--- config.mk ---
export PLATFORM = sky130hd
export DESIGN_NAME = ubx_frame_deframer_flat
export DESIGN_NICKNAME = d
export VERILOG_FILES = /design/src/rtl/frdef_pkg.sv /design/src/rtl/frdef_req_if.sv /design/src/rtl/frdef_rsp_if.sv /design/src/rtl/ubx_frame_deframer.sv /design/src/flat_wrapper.sv
export SDC_FILE = /design/constraint.sdc
export NUM_CORES = 1
export LEC_CHECK = 0
export BUFFER_PORTS_ARGS = -buffer_cell sky130_fd_sc_hd__buf_2
export CORE_MARGIN = 5
export CORE_UTILIZATION = 40
export DETAILED_ROUTE_END_ITERATION = 12
export GPL_TIMING_DRIVEN = 1
export RECOVER_POWER = 50
export SYNTH_ARGS = -nofsm -noshare
export SYNTH_HDL_FRONTEND = slang
export SYNTH_SLANG_ARGS = --single-unit
--- constraint.sdc ---
create_clock -name clock -period 5.7 [get_ports clock]
set_clock_uncertainty 0.15 [all_clocks]
set_input_delay 0.285 -clock clock [delete_from_list [all_inputs] [get_ports clock]]
set_output_delay 0.285 -clock clock [all_outputs]
set_load 0.03 [all_outputs]
--- src/rtl/frdef_pkg.sv ---
// ----------------------------------------------------------------------------
// Frame deframer package
// Shared widths, register indexes, reset values, result kind codes and types for the deframer.
// ----------------------------------------------------------------------------
`default_nettype none

package frdef_pkg;

   localparam int BYTE_W  = 8;
   localparam int LEN_W   = 16;
   localparam int KIND_W  = 2;
   localparam int CSR_IDX_W  = 2;
   localparam int CSR_DATA_W = 16;

   // Configuration register indexes.
   localparam logic [CSR_IDX_W-1:0] CSR_SYNC_FIRST  = 2'd0;
   localparam logic [CSR_IDX_W-1:0] CSR_SYNC_SECOND = 2'd1;
   localparam logic [CSR_IDX_W-1:0] CSR_MAX_PAYLOAD = 2'd2;

   // Configuration reset values.
   localparam logic [BYTE_W-1:0] SYNC_FIRST_RST  = 8'd181;
   localparam logic [BYTE_W-1:0] SYNC_SECOND_RST = 8'd98;
   localparam logic [LEN_W-1:0]  MAX_PAYLOAD_RST = 16'd1024;

   // Result kind codes.
   localparam logic [KIND_W-1:0] KIND_DATA   = 2'd0;
   localparam logic [KIND_W-1:0] KIND_CK_OK  = 2'd1;
   localparam logic [KIND_W-1:0] KIND_CK_BAD = 2'd2;

   typedef logic [BYTE_W-1:0] byte_type;
   typedef logic [LEN_W-1:0]  len_type;
   typedef logic [KIND_W-1:0] kind_type;

endpackage

`default_nettype wire

--- src/rtl/frdef_req_if.sv ---
// ----------------------------------------------------------------------------
// Deframer request channel
// Valid/ready channel that carries one received byte per request.
// ----------------------------------------------------------------------------
`default_nettype none

interface frdef_req_if;
   import frdef_pkg::*;

   logic     valid;
   logic     ready;
   byte_type rx_byte;

   modport source (output valid, output rx_byte, input ready);
   modport sink   (input valid, input rx_byte, output ready);
endinterface

`default_nettype wire

--- src/rtl/frdef_rsp_if.sv ---
// ----------------------------------------------------------------------------
// Deframer result channel
// Valid/ready channel that carries payload bytes and frame status results.
// ----------------------------------------------------------------------------
`default_nettype none

interface frdef_rsp_if;
   import frdef_pkg::*;

   logic     valid;
   logic     ready;
   kind_type kind;
   byte_type class_code;
   byte_type msg_id;
   len_type  payload_len;
   len_type  byte_index;
   byte_type data_byte;

   modport source (output valid, output kind, output class_code, output msg_id,
                   output payload_len, output byte_index, output data_byte,
                   input ready);
   modport sink   (input valid, input kind, input class_code, input msg_id,
                   input payload_len, input byte_index, input data_byte,
                   output ready);
endinterface

`default_nettype wire

--- src/rtl/ubx_frame_deframer.sv ---
// ----------------------------------------------------------------------------
// Sync-prefixed frame deframer with 8-bit Fletcher checksum
// Parses a byte stream into frames, forwards payload bytes and reports
// the checksum outcome of every frame.
// ----------------------------------------------------------------------------
// Usage:
//   req_if carries one received byte per request. rsp_if carries zero or one
//   result per request: a payload byte with its offset, or a final status
//   (checksum good or bad) after the second checksum byte of a frame.
//   Sync bytes, header bytes, the first checksum byte and frames whose length
//   exceeds max_payload produce no result.
//   The csr_ port writes sync_first, sync_second and max_payload; it should
//   only be written while no frame is in progress.
// Throughput and output timing:
//   One request per cycle unless a held result stalls rsp_if. A result
//   appears on rsp_if in the cycle after the request that caused it is
//   accepted. The parser state and the output register are the only
//   storage, so the byte rate is set by the single parse step between them.
// Reset:
//   Synchronous, active high. The parser hunts for the first sync byte, the
//   output register is empty and the configuration returns to its defaults.
// Stalls:
//   While a result is held because rsp_if.ready is low, req_if.ready is low.
//   When the result is taken in a cycle, a new request is accepted in the
//   same cycle.
// ----------------------------------------------------------------------------
`default_nettype none

module ubx_frame_deframer (
   input  wire logic                            clock,
   input  wire logic                            reset,
   frdef_req_if.sink                            req_if,
   frdef_rsp_if.source                          rsp_if,
   input  wire logic                            csr_we,
   input  wire logic [frdef_pkg::CSR_IDX_W-1:0]  csr_index,
   input  wire logic [frdef_pkg::CSR_DATA_W-1:0] csr_wdata
);
   import frdef_pkg::*;

   typedef enum logic [3:0] {
      ST_SYNC1,
      ST_SYNC2,
      ST_CLASS,
      ST_ID,
      ST_LEN_LO,
      ST_LEN_HI,
      ST_PAYLOAD,
      ST_CK_A,
      ST_CK_B
   } state_type;

   // Configuration registers.
   byte_type sync_first_ff;
   byte_type sync_second_ff;
   len_type  max_payload_ff;

   // Parser state.
   state_type state_ff, state_in;
   byte_type  cur_class_ff, cur_class_in;
   byte_type  cur_id_ff, cur_id_in;
   byte_type  len_low_ff, len_low_in;
   len_type   cur_len_ff, cur_len_in;
   len_type   idx_ff, idx_in;
   byte_type  sum_a_ff, sum_a_in;
   byte_type  sum_b_ff, sum_b_in;
   byte_type  ck_low_ff, ck_low_in;

   // Output register.
   logic     out_valid_ff;
   logic     emit;
   kind_type kind_ff, kind_in;
   len_type  out_idx_ff, out_idx_in;
   byte_type out_data_ff, out_data_in;
   byte_type out_class_ff;
   byte_type out_id_ff;
   len_type  out_len_ff;

   logic     accept;
   byte_type b;
   byte_type fold_a;
   byte_type fold_b;
   len_type  new_len;

   // A new request is taken whenever the output register is empty or is
   // being drained in this cycle.
   assign req_if.ready = !out_valid_ff || rsp_if.ready;
   assign accept       = req_if.valid && req_if.ready;
   assign b            = req_if.rx_byte;

   // Running Fletcher sums after folding in the current byte.
   assign fold_a  = sum_a_ff + b;
   assign fold_b  = sum_b_ff + fold_a;
   assign new_len = {b, len_low_ff};

   always_comb begin
      state_in     = state_ff;
      cur_class_in = cur_class_ff;
      cur_id_in    = cur_id_ff;
      len_low_in   = len_low_ff;
      cur_len_in   = cur_len_ff;
      idx_in       = idx_ff;
      sum_a_in     = sum_a_ff;
      sum_b_in     = sum_b_ff;
      ck_low_in    = ck_low_ff;
      emit         = 1'b0;
      kind_in      = KIND_DATA;
      out_idx_in   = idx_ff;
      out_data_in  = b;

      case (state_ff)
         ST_SYNC1: begin
            state_in = (b == sync_first_ff) ? ST_SYNC2 : ST_SYNC1;
         end
         ST_SYNC2: begin
            // A mismatch is not retried as a first sync byte.
            state_in = (b == sync_second_ff) ? ST_CLASS : ST_SYNC1;
         end
         ST_CLASS: begin
            cur_class_in = b;
            sum_a_in     = b;
            sum_b_in     = b;
            state_in     = ST_ID;
         end
         ST_ID: begin
            cur_id_in = b;
            sum_a_in  = fold_a;
            sum_b_in  = fold_b;
            state_in  = ST_LEN_LO;
         end
         ST_LEN_LO: begin
            len_low_in = b;
            sum_a_in   = fold_a;
            sum_b_in   = fold_b;
            state_in   = ST_LEN_HI;
         end
         ST_LEN_HI: begin
            cur_len_in = new_len;
            sum_a_in   = fold_a;
            sum_b_in   = fold_b;
            idx_in     = '0;
            if (new_len > max_payload_ff) begin
               state_in = ST_SYNC1;
            end else if (new_len == '0) begin
               state_in = ST_CK_A;
            end else begin
               state_in = ST_PAYLOAD;
            end
         end
         ST_PAYLOAD: begin
            sum_a_in = fold_a;
            sum_b_in = fold_b;
            idx_in   = idx_ff + 16'd1;
            emit     = 1'b1;
            if (idx_ff == cur_len_ff - 16'd1) begin
               state_in = ST_CK_A;
            end
         end
         ST_CK_A: begin
            ck_low_in = b;
            state_in  = ST_CK_B;
         end
         ST_CK_B: begin
            emit        = 1'b1;
            out_idx_in  = cur_len_ff;
            out_data_in = '0;
            kind_in     = (ck_low_ff == sum_a_ff && b == sum_b_ff) ?
                          KIND_CK_OK : KIND_CK_BAD;
            state_in    = ST_SYNC1;
         end
         default: begin
            state_in = ST_SYNC1;
         end
      endcase
   end

   // Configuration writes; an unused index is ignored.
   always_ff @(posedge clock) begin
      if (reset) begin
         sync_first_ff  <= SYNC_FIRST_RST;
         sync_second_ff <= SYNC_SECOND_RST;
         max_payload_ff <= MAX_PAYLOAD_RST;
      end else if (csr_we) begin
         case (csr_index)
            CSR_SYNC_FIRST:  sync_first_ff  <= csr_wdata[BYTE_W-1:0];
            CSR_SYNC_SECOND: sync_second_ff <= csr_wdata[BYTE_W-1:0];
            CSR_MAX_PAYLOAD: max_payload_ff <= csr_wdata[LEN_W-1:0];
            default: begin
            end
         endcase
      end
   end

   // Parser state and output register.
   always_ff @(posedge clock) begin
      if (reset) begin
         state_ff     <= ST_SYNC1;
         out_valid_ff <= 1'b0;
      end else begin
         if (accept) begin
            state_ff <= state_in;
         end
         if (accept) begin
            out_valid_ff <= emit;
         end else if (rsp_if.ready) begin
            out_valid_ff <= 1'b0;
         end
      end
   end

   always_ff @(posedge clock) begin
      if (accept) begin
         cur_class_ff <= cur_class_in;
         cur_id_ff    <= cur_id_in;
         len_low_ff   <= len_low_in;
         cur_len_ff   <= cur_len_in;
         idx_ff       <= idx_in;
         sum_a_ff     <= sum_a_in;
         sum_b_ff     <= sum_b_in;
         ck_low_ff    <= ck_low_in;
         if (emit) begin
            kind_ff      <= kind_in;
            out_idx_ff   <= out_idx_in;
            out_data_ff  <= out_data_in;
            out_class_ff <= cur_class_ff;
            out_id_ff    <= cur_id_ff;
            out_len_ff   <= cur_len_ff;
         end
      end
   end

   assign rsp_if.valid       = out_valid_ff;
   assign rsp_if.kind        = kind_ff;
   assign rsp_if.class_code  = out_class_ff;
   assign rsp_if.msg_id      = out_id_ff;
   assign rsp_if.payload_len = out_len_ff;
   assign rsp_if.byte_index  = out_idx_ff;
   assign rsp_if.data_byte   = out_data_ff;

endmodule

`default_nettype wire

--- src/flat_wrapper.sv ---
// flat-port wrapper written by rule: the top's interface ports become plain ports
module ubx_frame_deframer_flat import frdef_pkg::*;
  (clock, reset, csr_we, csr_index, csr_wdata, req_if_valid, req_if_rx_byte, req_if_ready, rsp_if_valid, rsp_if_kind, rsp_if_class_code, rsp_if_msg_id, rsp_if_payload_len, rsp_if_byte_index, rsp_if_data_byte, rsp_if_ready);
  frdef_req_if req_if_i ();
  frdef_rsp_if rsp_if_i ();
  input  wire logic clock;
  input  wire logic reset;
  input  wire logic csr_we;
  input  wire logic [frdef_pkg::CSR_IDX_W-1:0] csr_index;
  input  wire logic [frdef_pkg::CSR_DATA_W-1:0] csr_wdata;
  input wire logic [$bits(req_if_i.valid)-1:0] req_if_valid;
  input wire logic [$bits(req_if_i.rx_byte)-1:0] req_if_rx_byte;
  output wire logic [$bits(req_if_i.ready)-1:0] req_if_ready;
  output wire logic [$bits(rsp_if_i.valid)-1:0] rsp_if_valid;
  output wire logic [$bits(rsp_if_i.kind)-1:0] rsp_if_kind;
  output wire logic [$bits(rsp_if_i.class_code)-1:0] rsp_if_class_code;
  output wire logic [$bits(rsp_if_i.msg_id)-1:0] rsp_if_msg_id;
  output wire logic [$bits(rsp_if_i.payload_len)-1:0] rsp_if_payload_len;
  output wire logic [$bits(rsp_if_i.byte_index)-1:0] rsp_if_byte_index;
  output wire logic [$bits(rsp_if_i.data_byte)-1:0] rsp_if_data_byte;
  input wire logic [$bits(rsp_if_i.ready)-1:0] rsp_if_ready;
  assign req_if_i.valid = req_if_valid;
  assign req_if_i.rx_byte = req_if_rx_byte;
  assign req_if_ready = req_if_i.ready;
  assign rsp_if_valid = rsp_if_i.valid;
  assign rsp_if_kind = rsp_if_i.kind;
  assign rsp_if_class_code = rsp_if_i.class_code;
  assign rsp_if_msg_id = rsp_if_i.msg_id;
  assign rsp_if_payload_len = rsp_if_i.payload_len;
  assign rsp_if_byte_index = rsp_if_i.byte_index;
  assign rsp_if_data_byte = rsp_if_i.data_byte;
  assign rsp_if_i.ready = rsp_if_ready;
  ubx_frame_deframer u_core (.clock(clock), .reset(reset), .req_if(req_if_i), .rsp_if(rsp_if_i), .csr_we(csr_we), .csr_index(csr_index), .csr_wdata(csr_wdata));
endmodule
==> reports/metrics.json <==
{
  "cts": {
    "tritoncts": "yes",
    "clockBufferDepth": 2,
    "clk-insertion-delay-late_ns": 0.43,
    "clock_sink_count": 175,
    "num_cts_buffers": 17,
    "cts-htree-levels": 4,
    "post-cts-setup-buffer-count": 0,
    "cts_root_buf": "sky130_fd_sc_hd__clkbuf_16",
    "clock_slew_at_the_register_clock_pins_of_the_worst_setup_and_hold_paths_ns": 0.07
  },
  "sta": {
    "period_needed_ns": 3.563,
    "finalSetupViolations": 0,
    "fin_crit_sh_pct": 62.51,
    "final_max_slew_viol_count": 0,
    "unrepaired_setup_endpoints_after_global_routing": "false",
    "final_hold_fails": 0,
    "fin_tns_setup_ns": 0,
    "max_slew_margin_pct": 9.990,
    "worst_tran_pin_value_ns": 1.350,
    "timing.fmax_mhz": 280.7
  },
  "worst_setup_path": {
    "crit_slowest_cell": "sky130_fd_sc_hd__a21oi_4",
    "endpoint_kind": "flop",
    "critical_path_class": "reg -> reg",
    "critPathRequiredTime_ns": 5.65,
    "worst-path-max-fanout": 33,
    "largest_incremental_delay_on_the_critical_path_ns": 1.15,
    "worstPathCellList": "nor2_1 > nand3b_1 > a21oi_4 > buf_4",
    "worstPathArrival_ns": 3.51,
    "critPathBufInv": 1,
    "worstSetupStartpointType": "flop",
    "worst_path_dominant_cell_family": "compound AO/OA/AOI/OAI gates"
  },
  "route": {
    "routed_wire_length_mm": 17.94,
    "met1_wire_length_mm": 8.418,
    "detail_route.iter0.violations": 393,
    "routed-wl-met3_um": 713,
    "route.detailed.drc": 0,
    "drt-pass1-iter-count": 5,
    "dr_total_vias": 5458,
    "routed_vias_inst": 4.953,
    "met2_length_mm": 8.570,
    "avgRoutedWirePerCell_um": 16.28,
    "highest_signal_layer": "met4",
    "drt.antenna.violating_nets": 0
  },
  "global_route": {
    "number_of_antenna_violations_at_the_first_check_in_global_routing": 0,
    "overflow": 0,
    "track_usage_pct": 15.66,
    "grt_start_max_net_pins": 34,
    "grt_pass1_wl_mm": 29.15,
    "first_global_vias": 5403
  },
  "synth": {
    "synthesis.area_um2": 8210,
    "synth_top_family_by_area": "simple AND/OR/NAND/NOR gates",
    "synth-edff-count": 138,
    "async_flop_share_pct": 0,
    "synthesis.nets": 780,
    "seq_area_frac_synth_pct": 59.49,
    "compound_gate_portion_of_the_synthesized_area_pct": 5.440,
    "synth_cell_type_count": 51,
    "yosys_register_bits": 175,
    "synth_area_leader_cell": "sky130_fd_sc_hd__edfxtp_1",
    "synthMuxAreaShare_pct": 2.210,
    "post-synth-top-count-cell": "sky130_fd_sc_hd__edfxtp_1",
    "post_synth_xor_xnor_area_pct": 8.854,
    "yosys.area.top_type_share_pct": 50.47,
    "synth_flop_cell": "sky130_fd_sc_hd__edfxtp_1",
    "syn_area_per_cell_um2": 11.48,
    "adder_and_majority_gate_portion_of_the_synthesized_area_pct": 5.364,
    "synthesis.instances": 715,
    "synth.area.top_cells": "sky130_fd_sc_hd__edfxtp_1, sky130_fd_sc_hd__dfxtp_1, sky130_fd_sc_hd__nand2_1, sky130_fd_sc_hd__ha_1, sky130_fd_sc_hd__xor2_1",
    "synth_commonest_cells": "sky130_fd_sc_hd__edfxtp_1, sky130_fd_sc_hd__nand2_1, sky130_fd_sc_hd__nor2_1",
    "fraction_of_the_mapped_netlist_area_in_simple_logic_gates_pct": 15.79,
    "yosysWarningCount": 0
  },
  "floorplanning": {
    "die_area_um2": 23490,
    "num_io_pins": 91,
    "die_y_um": 153.3,
    "die_w_um": 153.3,
    "number_of_standard_cell_rows_in_the_floorplan": 52,
    "start_util_pct": 40.58,
    "design.core.area_um2": 20230
  },
  "cells_and_area": {
    "seq_area_um2": 4885,
    "finish.net_count": 884,
    "final_layout_size_suffix_gt1_share_pct": 8.053,
    "multiInputGateArea_um2": 3132,
    "area_delta_synth_final_pct": 17.28,
    "antenna-diode-count": 0,
    "final_cells": 1102,
    "n_fill_cell": 1887
  },
  "pwr": {
    "power_frac_clock_pct": 40.3,
    "combinational_group_share_of_total_power_pct": 9.3,
    "p_int_mw": 2.102,
    "power.ir.vdd_worst_v": 0.0002051,
    "power_leakage_nw": 3.406,
    "total_switching_power_uw": 724.2,
    "power.switching_fraction_pct": 25.63,
    "power.density_nw_per_um2": 293.5,
    "seqPwrFrac_pct": 50.4
  },
  "placed_design": {
    "dp_cells": 1053,
    "gpl.final_weighted_congestion": 0.8461,
    "place.detailed.hpwl_mm": 12.67,
    "io_buffers": 90
  },
  "run": {
    "maxCapViolations": 0
  },
  "worst_hold_path": {
    "hold_path_class": "in -> reg"
  },
  "run_status": {
    "status": "complete, no violations"
  }
}
==> logic make-up after synthesis <==
kind of cell,Yosys count
simple gates,273
flops,175
xor+xnor,83
compound gates,74
buf+inv,58
fa+ha+maj,34
mux,18
==> layout make-up <==
cell class | count | share of cell area (%)
Inverter | 28 | 1.091
Multi-Input combinational cell | 482 | 32.52
Timing Repair Buffer | 115 | 6.042
Sequential cell | 175 | 50.73
Clock buffer | 17 | 4.418
Tap cell | 270 | 3.508
Clock inverter | 15 | 1.689
==> power by group through the flow <==
stage	sequential [mW]	combinational, mW	clock [mW]
CTS	1.42	0.268	1.17
finish	1.42	0.264	1.14
global placement	1.45	0.255	0
global route	1.43	0.299	1.22
detailed placement	1.45	0.258	0
floorplan	1.45	0.186	0
==> per-stage QoR <==
stage          util [%]  total power [mW]  hold WS, ns  setup slack (ns)  area (um^2)
2_1_floorplan         -             1.636       0.2339             1.253         8210
3_3_place_gp      44.33             1.706       0.2511             2.224         8970
3_5_place_dp      44.33             1.710       0.2554             2.098         8970
4_1_cts           48.08             2.857       0.1058             2.074         9728
5_1_grt           47.59             2.950       0.2563             1.871         9629
6_report          47.59             2.826       0.2188             2.137         9629
==> worst paths after layout <==
| path | startpoint | depth (start not counted) | endpoint | slack [ns] |
|---|---|---|---|---|
| worst max-delay path | u_core.state_ff[1] | 4 | u_core.rsp_if.byte_index[8] | 2.14 |
| worst min-delay path | req_if_valid | 4 | u_core.state_ff[1] | 0.22 |
| worst max register to register | u_core.state_ff[1] | 4 | u_core.rsp_if.byte_index[8] | 2.14 |
| worst min register to register | u_core.cur_class_ff[4] | 0 | u_core.rsp_if.class_code[4] | 0.27 |
==> timing repair <==
item / in CTS / in global routing
hold buffers: 17 / 0
gates resized for setup: 0 / 0
hold endpoints to repair: 32 / 0
==> per-layer routing <==
metal / vias to the layer above / GRT usage (%)
met2: 108 / 25.77
met1: 2594 / 21.15
met5: - / 0
li1: 2737 / -
met3: 19 / 3.336
met4: 0 / 4.115
==> flip-flops by register name, summed over array words and instances, names as in the netlist <==
name                       cells
u_core.cur_len_ff             16
u_core.idx_ff                 16
u_core.max_payload_ff         16
u_core.rsp_if.byte_index      16
u_core.rsp_if.payload_len     16
u_core.ck_low_ff               8
u_core.cur_class_ff            8
u_core.cur_id_ff               8
u_core.len_low_ff              8
u_core.rsp_if.class_code       8
u_core.rsp_if.data_byte        8
u_core.rsp_if.msg_id           8
u_core.sum_a_ff                8
u_core.sum_b_ff                8
u_core.sync_first_ff           8
u_core.sync_second_ff          8
u_core.state_ff                4
u_core.rsp_if.kind             2
u_core.rsp_if.valid            1
==> layout by cell type, fill, tap and decap left out, drive strengths merged, types with 4 or more instances in the layout <==
| cell | netlist | routed |
|---|---|---|
| edfxtp | 138 | 138 |
| nand2 | 121 | 121 |
| clkbuf | 26 | 92 |
| nor2 | 49 | 49 |
| xor2 | 44 | 44 |
| xnor2 | 39 | 39 |
| inv | 28 | 38 |
| dfxtp | 37 | 37 |
| ha | 32 | 32 |
| a21oi | 31 | 31 |
| buf | 4 | 23 |
| o21ai | 18 | 18 |
| nor4 | 18 | 18 |
| mux2i | 17 | 17 |
| dlygate4sd3 | 0 | 17 |
| nand4 | 15 | 15 |
| nor2b | 13 | 13 |
| nor3 | 13 | 13 |
| nand3 | 12 | 12 |
| nand3b | 8 | 8 |
| a21o | 5 | 5 |
| or3 | 5 | 5 |
| clkinv | 0 | 4 |
==> tightest hold or removal path: stages <==
cell	delay (ns)
sky130_fd_sc_hd__buf_2	0.09
sky130_fd_sc_hd__and2_1	0.19
sky130_fd_sc_hd__o21ai_0	0.11
sky130_fd_sc_hd__nor2_1	0.08
Power figures use the tool's default switching activity.
